===== config.mk =====
export PLATFORM = sky130hd
export DESIGN_NAME = xmodem_crc_packet_framer
export DESIGN_NICKNAME = d
export VERILOG_FILES = /design/src/xmcrc_pkg.sv /design/src/xmcrc_emit.sv /design/src/xmodem_crc_packet_framer.sv
export VERILOG_INCLUDE_DIRS = /design/src /design/src/src
export SDC_FILE = /design/constraint.sdc
export NUM_CORES = 1
export LEC_CHECK = 0
export BUFFER_PORTS_ARGS = -buffer_cell sky130_fd_sc_hd__buf_2
export CORE_ASPECT_RATIO = 1.75
export CORE_MARGIN = 3
export CORE_UTILIZATION = 55
export DETAILED_ROUTE_END_ITERATION = 12
export PLACE_DENSITY = 0.87
export SLEW_MARGIN = 20
export SYNTH_ARGS = -nofsm -noshare
export SYNTH_HDL_FRONTEND = slang
export SYNTH_HIERARCHICAL = 1
export SYNTH_SLANG_ARGS = --single-unit

===== constraint.sdc =====
create_clock -name aclk -period 4.57 [get_ports aclk]
set_input_delay 0.457 -clock aclk [delete_from_list [all_inputs] [get_ports aclk]]
set_output_delay 0.457 -clock aclk [all_outputs]
set_load 0.05 [all_outputs]

===== src/xmodem_crc_packet_framer_assert.svh =====
// Assertion macros for the framer blocks.
`ifndef XMODEM_CRC_PACKET_FRAMER_ASSERT_SVH
`define XMODEM_CRC_PACKET_FRAMER_ASSERT_SVH

// Check a property on every rising clock edge outside reset.
`define XMCRC_ASSERT(label, clk, rstn, prop, msg) \
    label: assert property (@(posedge clk) disable iff (!(rstn)) (prop)) \
        else $error(msg);

// Check a property on every rising clock edge, reset included.
`define XMCRC_ASSERT_ALWAYS(label, clk, prop, msg) \
    label: assert property (@(posedge clk) (prop)) else $error(msg);

`endif


===== src/xmcrc_pkg.sv =====
package xmcrc_pkg;

    localparam int PACKET_BYTES = 128;
    localparam int CNT_W        = (PACKET_BYTES > 1) ? $clog2(PACKET_BYTES) : 1;
    localparam int BURST_MAX    = 6;
    localparam int BURST_CNT_W  = 3;

    localparam logic [7:0]  SOH_BYTE = 8'h01;
    localparam logic [7:0]  EOT_BYTE = 8'h04;
    localparam logic [15:0] CRC_POLY = 16'h1021;

    localparam logic [7:0] FIRST_SEQ_RESET = 8'd1;
    localparam logic [7:0] PAD_RESET       = 8'hFF;

    typedef enum logic [1:0] {
        MODE_DATA  = 2'd0,
        MODE_PAD   = 2'd1,
        MODE_EOT   = 2'd2,
        MODE_START = 2'd3
    } mode_t;

    typedef enum logic [1:0] {
        KIND_HEADER  = 2'd0,
        KIND_PAYLOAD = 2'd1,
        KIND_CRC     = 2'd2,
        KIND_EOT     = 2'd3
    } kind_t;

    typedef enum logic [0:0] {
        REG_FIRST_SEQ = 1'b0,
        REG_PAD       = 1'b1
    } reg_idx_t;

    typedef struct packed {
        logic [7:0] val;
        kind_t      kind;
        logic       status;
    } entry_t;

    typedef struct packed {
        entry_t [BURST_MAX-1:0]  ent;
        logic [BURST_CNT_W-1:0]  cnt;
    } burst_t;

    function automatic entry_t mk_entry(logic [7:0] val, kind_t kind, logic status);
        entry_t e;
        e.val    = val;
        e.kind   = kind;
        e.status = status;
        return e;
    endfunction

    // CRC-16/XMODEM over one byte, MSB first.
    function automatic logic [15:0] crc_step(logic [15:0] crc_in, logic [7:0] b);
        logic [15:0] c;
        c = crc_in ^ {b, 8'h00};
        for (int i = 0; i < 8; i++) begin
            if (c[15]) begin
                c = {c[14:0], 1'b0} ^ CRC_POLY;
            end else begin
                c = {c[14:0], 1'b0};
            end
        end
        return c;
    endfunction

endpackage


===== src/xmcrc_emit.sv =====
`include "xmodem_crc_packet_framer_assert.svh"

module xmcrc_emit
    import xmcrc_pkg::*;
(
    input  logic       aclk,
    input  logic       aresetn,
    input  logic       load,
    input  burst_t     burst,
    output logic       free,
    output logic       m_tvalid,
    input  logic       m_tready,
    output logic [7:0] m_tdata,   // out_byte
    output logic [2:0] m_tuser,   // byte_kind[1:0], status[2]
    output logic       m_tlast
);

    entry_t [BURST_MAX-1:0] ent_reg, ent_next;
    logic [BURST_CNT_W-1:0] rem_reg, rem_next;
    logic take;
    logic last;

    assign m_tvalid = (rem_reg != '0);
    assign last     = (rem_reg == BURST_CNT_W'(1));
    assign take     = m_tvalid && m_tready;
    assign free     = !m_tvalid || (take && last);

    assign m_tdata  = ent_reg[0].val;
    assign m_tuser  = {ent_reg[0].status, ent_reg[0].kind};
    assign m_tlast  = last;

    always_comb begin
        ent_next = ent_reg;
        rem_next = rem_reg;
        if (load) begin
            ent_next = burst.ent;
            rem_next = burst.cnt;
        end else if (take) begin
            // advance the queue by one beat
            for (int i = 0; i < BURST_MAX - 1; i++) begin
                ent_next[i] = ent_reg[i+1];
            end
            rem_next = rem_reg - BURST_CNT_W'(1);
        end
    end

    always_ff @(posedge aclk) begin
        if (!aresetn) begin
            rem_reg <= '0;
        end else begin
            rem_reg <= rem_next;
        end
    end

    always_ff @(posedge aclk) begin
        ent_reg <= ent_next;
    end

    `XMCRC_ASSERT(a_load_only_when_free, aclk, aresetn, load |-> free, "burst loaded over pending beats")
    `XMCRC_ASSERT(a_load_shows, aclk, aresetn, load |=> m_tvalid, "loaded burst not presented")
    `XMCRC_ASSERT(a_drain, aclk, aresetn, (take && last && !load) |=> !m_tvalid, "valid held after last beat")
    `XMCRC_ASSERT(a_count_down, aclk, aresetn, (take && !last && !load) |=> (rem_reg == $past(rem_reg) - BURST_CNT_W'(1)), "beat count slipped")

endmodule


===== src/xmodem_crc_packet_framer.sv =====
// Channel   | Direction | tdata     | tuser                         | tlast
// s_        | in        | data_byte | mode                          | -
// m_        | out       | out_byte  | byte_kind, status (bit 2)     | last_of_run
// APB       | in        | pwdata[7:0] -> first_sequence @0x0, pad_value @0x4
//
// One input beat is taken per cycle whenever the result queue is empty or its final beat
// leaves in the same cycle; the result beats then drain one per cycle while m_tready is high.
// A data or pad beat yields one result beat mid-packet, four at packet start, plus two CRC
// beats when it closes the packet; end yields one, start yields none. The output queue sets the rate.
// Reset (aresetn low, synchronous) clears the queue, packet count and CRC, sets the
// sequence number to 1, first_sequence to 1 and pad_value to 0xFF.
// A stall on m_tready holds the current beat and back-pressures s_tready.
`include "xmodem_crc_packet_framer_assert.svh"

module xmodem_crc_packet_framer
    import xmcrc_pkg::*;
(
    input  logic        aclk,
    input  logic        aresetn,
    // input stream
    input  logic        s_tvalid,
    output logic        s_tready,
    input  logic [7:0]  s_tdata,   // data_byte
    input  logic [1:0]  s_tuser,   // mode
    // result stream
    output logic        m_tvalid,
    input  logic        m_tready,
    output logic [7:0]  m_tdata,   // out_byte
    output logic [2:0]  m_tuser,   // byte_kind[1:0], status[2]
    output logic        m_tlast,
    // configuration
    input  logic        psel,
    input  logic        penable,
    input  logic        pwrite,
    input  logic [2:0]  paddr,
    input  logic [31:0] pwdata,
    output logic [31:0] prdata,
    output logic        pready
);

    logic [7:0]       first_seq_reg;
    logic [7:0]       pad_reg;
    logic [7:0]       seq_reg, seq_next;
    logic [CNT_W-1:0] cnt_reg, cnt_next;
    logic [15:0]      crc_reg, crc_next;

    logic        accept;
    logic        load;
    logic        free;
    burst_t      burst;
    mode_t       mode;
    logic [7:0]  payload;
    logic [15:0] crc_upd;
    logic        at_start;
    logic        full;
    reg_idx_t    cfg_idx;

    // Configuration port: always ready, register picked by paddr[2].
    assign pready  = 1'b1;
    assign cfg_idx = reg_idx_t'(paddr[2]);
    assign prdata  = (cfg_idx == REG_PAD) ? {24'h0, pad_reg} : {24'h0, first_seq_reg};

    always_ff @(posedge aclk) begin
        if (!aresetn) begin
            first_seq_reg <= FIRST_SEQ_RESET;
            pad_reg       <= PAD_RESET;
        end else if (psel && penable && pwrite && pready) begin
            case (cfg_idx)
                REG_FIRST_SEQ: first_seq_reg <= pwdata[7:0];
                REG_PAD:       pad_reg       <= pwdata[7:0];
                default:       ;
            endcase
        end
    end

    assign s_tready = free;
    assign accept   = s_tvalid && s_tready;
    assign mode     = mode_t'(s_tuser);
    assign payload  = (mode == MODE_DATA) ? s_tdata : pad_reg;
    assign crc_upd  = crc_step(crc_reg, payload);
    assign at_start = (cnt_reg == '0);
    assign full     = (cnt_reg == CNT_W'(PACKET_BYTES - 1));

    // Build the whole result burst, if any, for the accepted beat and the next framer state.
    always_comb begin
        seq_next  = seq_reg;
        cnt_next  = cnt_reg;
        crc_next  = crc_reg;
        load      = 1'b0;
        burst     = '0;
        if (accept) begin
            case (mode)
                MODE_START: begin
                    // drop any partial packet and restart numbering
                    seq_next = first_seq_reg;
                    cnt_next = '0;
                    crc_next = '0;
                end
                MODE_EOT: begin
                    load      = 1'b1;
                    burst.cnt = BURST_CNT_W'(1);
                    if (at_start) begin
                        burst.ent[0] = mk_entry(EOT_BYTE, KIND_EOT, 1'b0);
                    end else begin
                        // end in mid-packet: flag it, keep the packet open
                        burst.ent[0] = mk_entry(8'h00, KIND_EOT, 1'b1);
                    end
                end
                default: begin
                    load = 1'b1;
                    if (at_start) begin
                        burst.ent[0] = mk_entry(SOH_BYTE, KIND_HEADER, 1'b0);
                        burst.ent[1] = mk_entry(seq_reg, KIND_HEADER, 1'b0);
                        burst.ent[2] = mk_entry(8'hFF - seq_reg, KIND_HEADER, 1'b0);
                        burst.ent[3] = mk_entry(payload, KIND_PAYLOAD, 1'b0);
                        burst.ent[4] = mk_entry(crc_upd[15:8], KIND_CRC, 1'b0);
                        burst.ent[5] = mk_entry(crc_upd[7:0], KIND_CRC, 1'b0);
                        burst.cnt    = full ? BURST_CNT_W'(6) : BURST_CNT_W'(4);
                    end else begin
                        burst.ent[0] = mk_entry(payload, KIND_PAYLOAD, 1'b0);
                        burst.ent[1] = mk_entry(crc_upd[15:8], KIND_CRC, 1'b0);
                        burst.ent[2] = mk_entry(crc_upd[7:0], KIND_CRC, 1'b0);
                        burst.cnt    = full ? BURST_CNT_W'(3) : BURST_CNT_W'(1);
                    end
                    if (full) begin
                        // packet closes: clear count and CRC, advance sequence
                        cnt_next = '0;
                        crc_next = '0;
                        seq_next = seq_reg + 8'd1;
                    end else begin
                        cnt_next = cnt_reg + CNT_W'(1);
                        crc_next = crc_upd;
                    end
                end
            endcase
        end
    end

    always_ff @(posedge aclk) begin
        if (!aresetn) begin
            seq_reg <= FIRST_SEQ_RESET;
            cnt_reg <= '0;
            crc_reg <= '0;
        end else begin
            seq_reg <= seq_next;
            cnt_reg <= cnt_next;
            crc_reg <= crc_next;
        end
    end

    xmcrc_emit u_emit (
        .aclk     (aclk),
        .aresetn  (aresetn),
        .load     (load),
        .burst    (burst),
        .free     (free),
        .m_tvalid (m_tvalid),
        .m_tready (m_tready),
        .m_tdata  (m_tdata),
        .m_tuser  (m_tuser),
        .m_tlast  (m_tlast)
    );

    `XMCRC_ASSERT(a_cnt_range, aclk, aresetn, {1'b0, cnt_reg} < (CNT_W+1)'(PACKET_BYTES), "packet byte count out of range")
    `XMCRC_ASSERT(a_start_clears, aclk, aresetn, (accept && mode == MODE_START) |=> (cnt_reg == '0 && crc_reg == 16'h0), "start did not clear packet")
    `XMCRC_ASSERT(a_eot_keeps, aclk, aresetn, (accept && mode == MODE_EOT) |=> (cnt_reg == $past(cnt_reg) && seq_reg == $past(seq_reg)), "end beat changed packet state")

endmodule

Word level (Yosys, flattened, before mapping)
Cells that the tools add are included.
{"block": "op_classes", "n_addsub": 4, "eq_ne": 4, "mux": 30, "n_bitwise": 13, "reduce_logical": 19}
{"operator": "$mux 55", "count": 2}
{"operator": "$mux 13", "count": 8}
{"operator": "$mux 58", "count": 1}
{"operator": "$mux 44", "count": 1}
{"operator": "$mux 36", "count": 1}
{"operator": "$pmux 16 s2", "count": 1}
{"operator": "$pmux 14 s2", "count": 1}
{"operator": "$mux 25", "count": 1}
{"operator": "$mux 8", "count": 3}
{"operator": "$not 3->3", "count": 8}
{"operator": "$mux 16", "count": 1}
{"operator": "$pmux 8 s2", "count": 1}
{"operator": "$xor 16x16->16", "count": 1}
{"operator": "$pmux 7 s2", "count": 1}
{"operator": "$add 8x1->8 const B", "count": 1}
{"operator": "$sub 8x8->8 const A", "count": 1}
{"operator": "$add 7x1->7 const B", "count": 1}
{"operator": "$eq 7x7->1 const B", "count": 1}
{"operator": "$logic_not 7->1", "count": 1}
{"operator": "$mux 7", "count": 1}
{"operator": "$mux 3", "count": 2}
{"operator": "$mux 6", "count": 1}
{"operator": "$reduce_and 2->1", "count": 3}
{"operator": "$logic_and 1x1->1", "count": 5}
{"operator": "other kinds (15)", "count": 22}
{"block": "word_totals", "reg_bits": 116, "in_bits": 52, "output_inout_bits": 47, "wordCells": 94}

Depth between registers and ports, before layout
Gate-level depths: netlist (run 1).
{"block": "logic_depth", "ltp_word": 23, "depth_mapped": 13, "mapped_depth_nobuf": 12}

Hierarchy
Netlist (run 1), hierarchy kept.
{"mod": "xmodem_crc_packet_framer", "n_inst": 1, "cells_per_inst": 454, "area_each_um2": 3435.8, "seq_area_each_um2": 940.9}
{"mod": "xmcrc_emit", "n_inst": 1, "cells_per_inst": 168, "area_each_um2": 2969.1, "seq_area_each_um2": 2042.0}

Worst setup path after synthesis (run 1)
No wires, ideal clock.
{"block": "synth_timing", "path_type": "register to register", "startpoint": "register u_emit.rem_reg[1]", "endpoint": "register u_emit/ent_reg[11] (netlist bit) (enable)", "setup_ps": 414, "arrival_time_ps": 4163, "required_ps": 4156, "slack_ps": -7, "path_stages_with_launch": 12, "period_less_slack_ps": 4577, "path_cell_list": "dfxtp_1 inv_1 ha_1 nor2b_1 nand2_1 nand2_1 nand2_1 clkbuf_1 nor2_1 buf_6 inv_1 nand2_1"}
{"element": "from (decl)", "line": "xmcrc_emit.sv:19", "rtl": "logic [BURST_CNT_W-1:0] rem_reg, rem_next;"}
{"element": "from (signal assigned)", "line": "xmcrc_emit.sv:51", "rtl": "rem_reg <= rem_next;"}
{"element": "$eq 3x1->1", "line": "xmcrc_emit.sv:24", "rtl": "assign last = (rem_reg == BURST_CNT_W'(1));"}
{"element": "via m_tlast", "line": "xmodem_crc_packet_framer.sv:30", "rtl": "output logic m_tlast,"}
{"element": "$logic_and 1x1->1", "line": "xmcrc_emit.sv:26", "rtl": "assign free = !m_tvalid || (take && last);"}
{"element": "$logic_or 1x1->1", "line": "xmcrc_emit.sv:26"}
{"element": "via s_tready", "line": "xmodem_crc_packet_framer.sv:22", "rtl": "output logic s_tready,"}
{"element": "$logic_and 1x1->1", "line": "xmodem_crc_packet_framer.sv:77", "rtl": "assign accept = s_tvalid && s_tready;"}
{"element": "$mux 1", "line": "xmodem_crc_packet_framer.sv:91", "rtl": "if (accept) begin"}
{"element": "via load", "line": "xmodem_crc_packet_framer.sv:48", "rtl": "logic load;"}
{"element": "$reduce_bool 2->1 (no source line)"}
{"element": "to (signal assigned)", "line": "xmcrc_emit.sv:56", "rtl": "ent_reg <= ent_next;"}
{"element": "to (decl)", "line": "xmcrc_emit.sv:18", "rtl": "entry_t [BURST_MAX-1:0] ent_reg, ent_next;"}
The timed path passes the listed nets, and every way through them passes these cells.
A chain may end at the register's enable or synchronous reset.

==> impl_metrics.env, run 1 <==
export IMPL_status="complete, no violations"
export IMPL_areaGrowthSynthToFinish_pct=11.1
export IMPL_vias=4835
export IMPL_globalRouteTotalUtil_pct=23.1
export IMPL_power_density_mw_per_mm2=644
export IMPL_first_iter_violations=402
export IMPL_final_common_cell="nand2_1"
export IMPL_numCtsBuffers=17
export IMPL_ant_nets=0
export IMPL_syn_avg_cell_area_um2=10.3
export IMPL_relSlewSlack_pct=39.7
export IMPL_hp_class="input pin to register"
export IMPL_yosysWarnings=6
export IMPL_cts_hold_buf=0
export IMPL_setup_viol=0
export IMPL_hold_slack_ns=0.268
export IMPL_ios=99
export IMPL_min_period_over_period_pct=63.6
export IMPL_syn_inst=622
export IMPL_critPathLaunchType="register"
export IMPL_synth_edff_count=66
export IMPL_leakage_uw=0.00287
export IMPL_clock_sinks=116
export IMPL_dieHeight_um=149
export IMPL_synth_area_mux_share_pct=11.6
export IMPL_drv_slew=0
export IMPL_start_util_pct=57.0
export IMPL_rsz0062_at_grt="false"
export IMPL_clkPwrFrac_pct=29.6
export IMPL_ys_ff_latch=116
export IMPL_cts_htree_levels=4
export IMPL_fp_row_count=51
export IMPL_drc=0
export IMPL_synthAdderAreaFrac_pct=1.17
export IMPL_combPwrFrac_pct=33.5
export IMPL_grt_max_degree=71
export IMPL_async_flop_share_pct=0
export IMPL_avgRoutedWirePerCell_um=18.0
export IMPL_p_seq_share_pct=36.8
export IMPL_synth_top_family_by_area="simple AND/OR/NAND/NOR gates"
export IMPL_cts_tree="built"
export IMPL_grt_pass1_wl_mm=23.2
export IMPL_io_buffer_count=47
export IMPL_pre_cts_slack_ns=1.71
export IMPL_required_ns=4.85
export IMPL_clk_pin_slew_ns=0.06
export IMPL_clock_latency_ns=0.41
export IMPL_post_route_min_period_ns=2.91
export IMPL_drive_gt1_share_pct=22.8
export IMPL_grtUsageMet3_pct=5.09
export IMPL_grt_use_met2_pct=39.0
export IMPL_tightest_slew_ns=0.905
export IMPL_coreArea_mm2=0.0112
export IMPL_routed_via_density=6.02
export IMPL_vdd_drop_max_uv=463
export IMPL_synth_seq_area_share_pct=46.6
export IMPL_dieArea_mm2=0.0130
export IMPL_p_int_uw=3020
export IMPL_net_switching_power_uw=1560
export IMPL_ctsLongestPathBuffers=2
export IMPL_end_kind="register"
export IMPL_yosysUniqueCellTypes=63
export IMPL_num_nets_final=716
export IMPL_synth_compound_area_share_pct=11.2
export IMPL_p_sw_share_pct=34.0
export IMPL_fin_tns_setup_ns=0
export IMPL_antenna_found_initial=0
export IMPL_syn_area_mm2=0.00640
export IMPL_routabilityCongestion=0.973
export IMPL_firstDrtPassIters=5
export IMPL_root_buffer="clkbuf_16"
export IMPL_largest_reg_flops=55
export IMPL_cts_repair_resized=0
export IMPL_grtUsageMet1_pct=26.0
export IMPL_setup_ws_ns=1.66
export IMPL_crit_arrival_ns=3.19
export IMPL_grt_overflow=0
export IMPL_dp_hpwl_mm=9.92
export IMPL_wirelength_mm=14.5
export IMPL_setup_worst_path_class="register to register"
export IMPL_finalHoldViolCount=0
export IMPL_final_cell_mix="nand2_1 (70), edfxtp_1 (66), mux2_2 (59), nor2_1 (57), dfxtp_1 (50)"
export IMPL_n_antenna_cell=0
export IMPL_fmaxAchievable_ghz=0.344
export IMPL_grt_pass1_vias=4791
export IMPL_cap_violations=0
export IMPL_skew_ns=0.00755
export IMPL_busiest_layer="met2"
export IMPL_cts_setup_buffers=0
export IMPL_synth_xor_area_share_pct=4.41
export IMPL_yosys_area_share_simple_pct=16.9
export IMPL_synthFlopType="edfxtp_1"
export IMPL_worstPathMaxFanout=16
export IMPL_die_w_um=87.6
[final timing paths]
kind / slack (ns) / cells past startpoint / start / to
setup / recovery: 1.66 / 7 / cnt_reg[0]$_SDFFE_PN0P_ / u_emit/ent_reg[32]$_DFFE_PP_
hold / removal: 0.27 / 3 / pwdata[7] / pad_reg[7]$_SDFFE_PN1P_
setup reg to reg: 1.66 / 7 / cnt_reg[0]$_SDFFE_PN0P_ / u_emit/ent_reg[32]$_DFFE_PP_
hold reg to reg: 0.48 / 2 / first_seq_reg[7]$_SDFFE_PN0P_ / first_seq_reg[7]$_SDFFE_PN0P_
[routing by layer]
metal / vias up / wire length, um
met4: 0 / 733
met3: 54 / 878
li1: 2242 / -
met1: 2308 / 5380
met5: - / 0
met2: 231 / 7480
[power by group through the flow]
stage | clock network [uW] | logic [uW] | registers (uW)
2_1_floorplan | 0 | 1330 | 1670
3_3_place_gp | 0 | 1470 | 1690
3_5_place_dp | 0 | 1520 | 1700
4_1_cts | 1370 | 1530 | 1690
5_1_grt | 1410 | 1650 | 1720
6_report | 1360 | 1540 | 1690
[final cells by class]
class	instances	area, um^2
sequential	116	2980
tap	132	165
multi-input combinational	453	3040
clock buffer	19	433
fill	841	4110
timing repair buffer	51	265
clock inverter	13	164
inverter	19	71.3
[worst max-delay path, cell delays in order, from the launching register on]
cell and delay [ns]:
dfxtp_1 0.41, inv_1 0.07, ha_1 0.20, nand2b_1 0.11, or2_0 0.71, nand2_1 0.58
o32ai_1 0.48, mux2_2 0.22
[Yosys cell counts (all sizes together) (8+ instances only)]
master | count | area [um^2]
a211oi | 10 | 80.1
a21oi | 26 | 134
and2 | 13 | 81.3
and3 | 10 | 77.6
buf | 54 | 398
clkbuf | 13 | 50.0
dfxtp | 50 | 1000
edfxtp | 66 | 1980
inv | 19 | 71.3
mux2 | 64 | 721
nand2 | 71 | 267
nand3 | 19 | 95.1
nor2 | 63 | 259
nor2b | 8 | 50.1
nor3 | 10 | 50.1
o21ai | 28 | 140
o22ai | 10 | 62.6
or3b | 8 | 72.6
xnor3 | 11 | 248
[stage by stage]
step	utilization, %	instance area, um^2	total power, uW	instances
2_1_floorplan	-	6530	2990	655
3_3_place_gp	58.1	6520	3160	771
3_5_place_dp	58.1	6520	3220	771
4_1_cts	63.4	7120	4580	803
5_1_grt	63.4	7120	4770	803
6_report	63.4	7120	4580	803
[kinds of logic (layout without fill, tap and decap cells)]
logic type,count (synthesis),in the layout
xor gates and xnor gates,15,15
and+or+nand+nor,221,221
other,2,35
buffers and inverters,86,102
DFF,116,116
adders and majority gates,6,6
muxes,66,66
AOI/OAI and AO/OA,110,110
Note: power is estimated with default switching activity, not from simulation.
==> run 2, diff against run 1 <==
- clock period: 4.57 -> 2.7 ns (I/O delays scaled with it)
==> impl_metrics.env, run 2 (synthesized netlist as in run 1, its figures left out) <==
export IMPL_ctsLongestPathBuffers=2
export IMPL_r2r_cells=12
export IMPL_dp_hpwl_mm=10.4
export IMPL_drive_gt1_share_pct=23.9
export IMPL_relSlewSlack_pct=55.9
export IMPL_root_buffer="clkbuf_16"
export IMPL_clkPwrFrac_pct=26.4
export IMPL_avgRoutedWirePerCell_um=18.0
export IMPL_r2r_end="u_emit/ent_reg[14]$_DFFE_PP_"
export IMPL_routabilityCongestion=0.931
export IMPL_final_common_cell="nand2_1"
export IMPL_coreArea_mm2=0.0112
export IMPL_grt_pass1_wl_mm=23.5
export IMPL_slowest_delay_ns=0.34
export IMPL_reg2reg_from="u_emit/rem_reg[1]$_SDFFE_PN0P_"
export IMPL_p_int_uw=4930
export IMPL_num_nets_final=723
export IMPL_io_buffer_count=47
export IMPL_antenna_found_initial=0
export IMPL_n_antenna_cell=0
export IMPL_vdd_drop_max_uv=684
export IMPL_p_sw_share_pct=34.8
export IMPL_min_period_over_period_pct=93.3
export IMPL_setup_worst_path_class="register to register"
export IMPL_end_kind="register"
export IMPL_hp_class="input pin to register"
export IMPL_crit_arrival_ns=2.67
export IMPL_required_ns=2.85
export IMPL_cap_violations=0
export IMPL_first_iter_violations=400
export IMPL_drv_slew=0
export IMPL_finalHoldViolCount=0
export IMPL_vias=4823
export IMPL_fmaxAchievable_ghz=0.397
export IMPL_numCtsBuffers=17
export IMPL_hold_slack_ns=0.0879
export IMPL_combPwrFrac_pct=35.8
export IMPL_cp_slowest_cell="dfxtp_1"
export IMPL_cp_cell_sequence="inv_1, ha_1, nor2b_4, nand2_1, nand2_4, nand2_1, nor2_2, nand2_1, inv_1, nand2_1, o21ai_1, mux2_2"
export IMPL_cp_common_cell="nand2_1"
export IMPL_post_route_min_period_ns=2.52
export IMPL_clock_latency_ns=0.41
export IMPL_cts_tree="built"
export IMPL_drc=0
export IMPL_dieArea_mm2=0.0130
export IMPL_firstDrtPassIters=5
export IMPL_net_switching_power_uw=2630
export IMPL_setup_viol=0
export IMPL_cts_htree_levels=4
export IMPL_grt_pass1_vias=4907
export IMPL_rsz0062_at_grt="false"
export IMPL_pre_cts_slack_ns=0.166
export IMPL_leakage_uw=0.00290
export IMPL_wirelength_mm=14.6
export IMPL_globalRouteTotalUtil_pct=23.5
export IMPL_critPathLaunchType="register"
export IMPL_clk_pin_slew_ns=0.05
export IMPL_grt_max_degree=68
export IMPL_status="complete, no violations"
export IMPL_routed_via_density=5.95
export IMPL_skew_ns=0.00488
export IMPL_clock_sinks=116
export IMPL_startpoint="u_emit/rem_reg[1]$_SDFFE_PN0P_"
export IMPL_fin_tns_setup_ns=0
export IMPL_ios=99
export IMPL_areaGrowthSynthToFinish_pct=11.7
export IMPL_grt_overflow=0
export IMPL_p_seq_share_pct=37.8
export IMPL_fp_row_count=51
export IMPL_start_util_pct=57.0
export IMPL_worstPathMaxFanout=8
export IMPL_setup_ws_ns=0.181
export IMPL_largest_reg_flops=55
export IMPL_tightest_slew_ns=0.661
export IMPL_cts_hold_buf=0
export IMPL_r2r_slack_ns=0.18
export IMPL_power_density_mw_per_mm2=1060
export IMPL_final_cell_mix="nand2_1 (68), edfxtp_1 (66), mux2_2 (59), nor2_1 (56), dfxtp_1 (50)"
export IMPL_die_w_um=87.6
export IMPL_dieHeight_um=149
export IMPL_worstSetupEndpoint="u_emit/ent_reg[14]$_DFFE_PP_"
export IMPL_ant_nets=0
-- run 2: cell types whose count changed in the layout (fill, tap and decap cells not counted), moves of 2 or more --
cell,before,now
buf_4,4,9
clkinv_1,5,3
clkinvlp_4,2,0
bufinv_16,4,1
clkbuf_1,2,7
nand2_1,70,68
buf_12,0,2
-- run 2: area by class of cell --
type	instances	area [um^2]
inverters	19	71.3
well taps	132	165
fillers	847	4070
multi-input cells	453	3070
clock inverters	7	56.3
repair buffers	58	343
flip-flops and latches	116	2980
clock buffers	25	465
-- run 2: worst min path at each step --
stage	start	endpoint	slack, ns	cells past startpoint
2_1_floorplan	pwdata[0]	first_seq_reg[0]$_SDFFE_PN1P_	0.39	2
3_3_place_gp	crc_reg[5]$_SDFFE_PN0P_	crc_reg[5]$_SDFFE_PN0P_	0.45	2
3_5_place_dp	crc_reg[2]$_SDFFE_PN0P_	crc_reg[2]$_SDFFE_PN0P_	0.46	2
4_1_cts	pwdata[2]	pad_reg[2]$_SDFFE_PN1P_	0.08	3
5_1_grt	pwdata[4]	pad_reg[4]$_SDFFE_PN1P_	0.1	3
6_report	pwdata[2]	pad_reg[2]$_SDFFE_PN1P_	0.09	3
-- run 2: critical path, delay by kind of cell, from the launching register on --
kind	cells	cell delay, ns
mux	1	0.28
flops	1	0.34
buf+inv	2	0.31
fa+ha+maj	1	0.18
compound gates	1	0.09
simple gates	7	1.06
-- run 2: per-stage QoR --
stage	util [%]	total power, uW	std cells	area [um^2]
floorplan	-	5110	655	6570
global placement	59.0	5430	778	6630
detailed placement	59.0	5560	778	6630
CTS	63.7	7570	810	7150
global route	63.7	7910	810	7160
finish	63.7	7570	810	7160
-- run 2: power by group through the flow --
stage	sequential, uW	combinational, uW	clock (uW)
CTS	2870	2700	2010
global placement	2850	2580	0
detailed placement	2890	2670	0
floorplan	2810	2300	0
global route	2910	2900	2100
finish	2860	2710	2000
-- run 2: metal layers --
layer / GRT usage [%] / routed length (um) / vias to the layer above / part of all wire [%]
met5: 0 / 0 / - / 0
met4: 16.5 / 945 / 0 / 6.5
met3: 5.14 / 976 / 68 / 6.7
met2: 40.0 / 7510 / 267 / 52
met1: 25.1 / 5130 / 2241 / 35
li1: - / - / 2247 / -
-- run 2: timing repair --
action / 4_1_cts / 5_1_grt
setup endpoints to repair: 0 / 3
setup buffers: 0 / 0
resized for setup: 0 / 2
endpoints found under the hold margin: 0 / 0
==> run 3, diff against run 2 <==
- CTS_BUF_LIST: default -> sky130_fd_sc_hd__clkbuf_4 sky130_fd_sc_hd__clkbuf_8 sky130_fd_sc_hd__clkbuf_16
==> impl_metrics.env, run 3 (synthesized netlist as in run 1, its figures left out) <==
export IMPL_status="complete, no violations"
export IMPL_relSlewSlack_pct=55.5
export IMPL_power_density_mw_per_mm2=1060
export IMPL_drv_slew=0
export IMPL_post_route_min_period_ns=2.44
export IMPL_setup_ws_ns=0.261
export IMPL_hp_start="pwdata[2]"
export IMPL_cap_violations=0
export IMPL_drive_gt1_share_pct=24.9
export IMPL_grt_pass1_wl_mm=23.7
export IMPL_hold_end="pad_reg[2]$_SDFFE_PN1P_"
export IMPL_hold_depth=3
export IMPL_numCtsBuffers=17
export IMPL_num_nets_final=723
export IMPL_ios=99
export IMPL_firstDrtPassIters=5
export IMPL_first_iter_violations=417
export IMPL_crit_arrival_ns=2.59
export IMPL_ant_nets=0
export IMPL_die_w_um=87.6
export IMPL_routabilityCongestion=0.931
export IMPL_fill_cells=847
export IMPL_pre_cts_slack_ns=0.166
export IMPL_grt_max_degree=68
export IMPL_worstPathMaxFanout=8
export IMPL_r2r_cells=11
export IMPL_setup_worst_path_class="register to register"
export IMPL_reg2reg_from="u_emit/rem_reg[0]$_SDFFE_PN0P_"
export IMPL_grt_pass1_vias=4908
export IMPL_fp_row_count=51
export IMPL_dp_hpwl_mm=10.4
export IMPL_finalPower_uw=7640
export IMPL_areaGrowthSynthToFinish_pct=12.2
export IMPL_vdd_drop_max_uv=642
export IMPL_dieArea_mm2=0.0130
export IMPL_globalRouteTotalUtil_pct=23.7
export IMPL_clk_pin_slew_ns=0.05
export IMPL_critPathLaunchType="register"
export IMPL_dieHeight_um=149
export IMPL_clock_latency_ns=0.40
export IMPL_final_cell_mix="nand2_1 (67), edfxtp_1 (66), mux2_2 (59), nor2_1 (57), dfxtp_1 (50)"
export IMPL_skew_ns=0.00426
export IMPL_grt_overflow=0
export IMPL_layoutNonFillerInstCount=810
export IMPL_final_common_cell="nand2_1"
export IMPL_fin_tns_setup_ns=0
export IMPL_io_buffer_count=47
export IMPL_wirelength_mm=14.7
export IMPL_clock_sinks=116
export IMPL_required_ns=2.85
export IMPL_cts_tree="built"
export IMPL_antenna_found_initial=0
export IMPL_setup_viol=0
export IMPL_finalHoldViolCount=0
export IMPL_leakage_uw=0.00292
export IMPL_tightest_slew_ns=0.666
export IMPL_r2r_slack_ns=0.26
export IMPL_root_buffer="clkbuf_16"
export IMPL_avgRoutedWirePerCell_um=18.1
export IMPL_ctsLongestPathBuffers=2
export IMPL_fmaxAchievable_ghz=0.410
export IMPL_largest_reg_flops=55
export IMPL_cts_hold_buf=0
export IMPL_start_util_pct=57.0
export IMPL_min_period_over_period_pct=90.3
export IMPL_dp_cells=778
export IMPL_end_kind="register"
export IMPL_coreArea_mm2=0.0112
export IMPL_hp_class="input pin to register"
export IMPL_vias=4843
export IMPL_cts_htree_levels=4
export IMPL_r2r_end="u_emit/ent_reg[14]$_DFFE_PP_"
export IMPL_hold_slack_ns=0.0904
export IMPL_drc=0
export IMPL_rsz0062_at_grt="false"
export IMPL_routed_via_density=5.98
export IMPL_n_antenna_cell=0
run 3: cell counts in the layout (fill, tap and decap cells not counted):
Identical to the previous run, type by type.
run 3: report_power, final:
| group | total (uW) | leakage [uW] | internal (uW) | switching [uW] |
|---|---|---|---|---|
| Clock | 2070 | 0.000279 | 1340 | 723 |
| Combinational | 2720 | 0.00159 | 988 | 1730 |
| Sequential | 2860 | 0.00105 | 2670 | 184 |
run 3: how the worst max path moves through the flow:
| stage | start | end | slack (ns) | cells after the start |
|---|---|---|---|---|
| after detailed placement | u_emit/rem_reg[0]$_SDFFE_PN0P_ | u_emit/ent_reg[14]$_DFFE_PP_ | 0.17 | 11 |
| after global routing | u_emit/rem_reg[1]$_SDFFE_PN0P_ | u_emit/ent_reg[14]$_DFFE_PP_ | 0.09 | 12 |
| final | u_emit/rem_reg[0]$_SDFFE_PN0P_ | u_emit/ent_reg[14]$_DFFE_PP_ | 0.26 | 11 |
| after global placement | s_tuser[1] | u_emit/ent_reg[31]$_DFFE_PP_ | 0.25 | 7 |
| after CTS | u_emit/rem_reg[1]$_SDFFE_PN0P_ | u_emit/ent_reg[32]$_DFFE_PP_ | 0.13 | 10 |
| after floorplan | u_emit/rem_reg[1]$_SDFFE_PN0P_ | u_emit/ent_reg[38]$_DFFE_PP_ | 0.02 | 12 |
run 3: area by class of cell:
class / count / area, um^2 / share of cell area, %
inverter: 19 / 71.3 / 0.993
clock inverter: 7 / 56.3 / 0.784
timing repair buffer: 58 / 343 / 4.77
clock buffer: 25 / 492 / 6.85
multi-input combinational: 453 / 3070 / 42.8
tap: 132 / 165 / 2.30
sequential: 116 / 2980 / 41.5
run 3: stage by stage:
step / utilization, % / cell area, um^2
5_1_grt: 64.0 / 7180
2_1_floorplan: - / 6570
6_report: 64.0 / 7180
4_1_cts: 63.9 / 7180
3_5_place_dp: 59.0 / 6630
3_3_place_gp: 59.0 / 6630
run 3: timing repair:
action | in CTS | in global routing
resized for setup | 0 | 2
setup endpoints to repair | 0 | 3
buffers inserted | 0 | 0
run 3: critical path, cell delays in order (launching register included):
cell and delay, ns:
dfxtp_1 0.37, inv_1 0.08, ha_1 0.23, nand2b_2 0.14, nand2_4 0.07, nand2_2 0.17, nor2_1 0.13, nand2_1 0.27
inv_1 0.24, nand2_1 0.12, o21ai_1 0.08, mux2_2 0.28
run 3: routing by layer:
| layer | vias to the layer above | global-route usage [%] | part of all wire (%) |
|---|---|---|---|
| met3 | 65 | 5.58 | 6.5 |
| met5 | - | 0 | 0 |
| li1 | 2255 | - | - |
| met1 | 2284 | 25.2 | 35 |
| met4 | 0 | 16.4 | 6.3 |
| met2 | 239 | 40.3 | 52 |
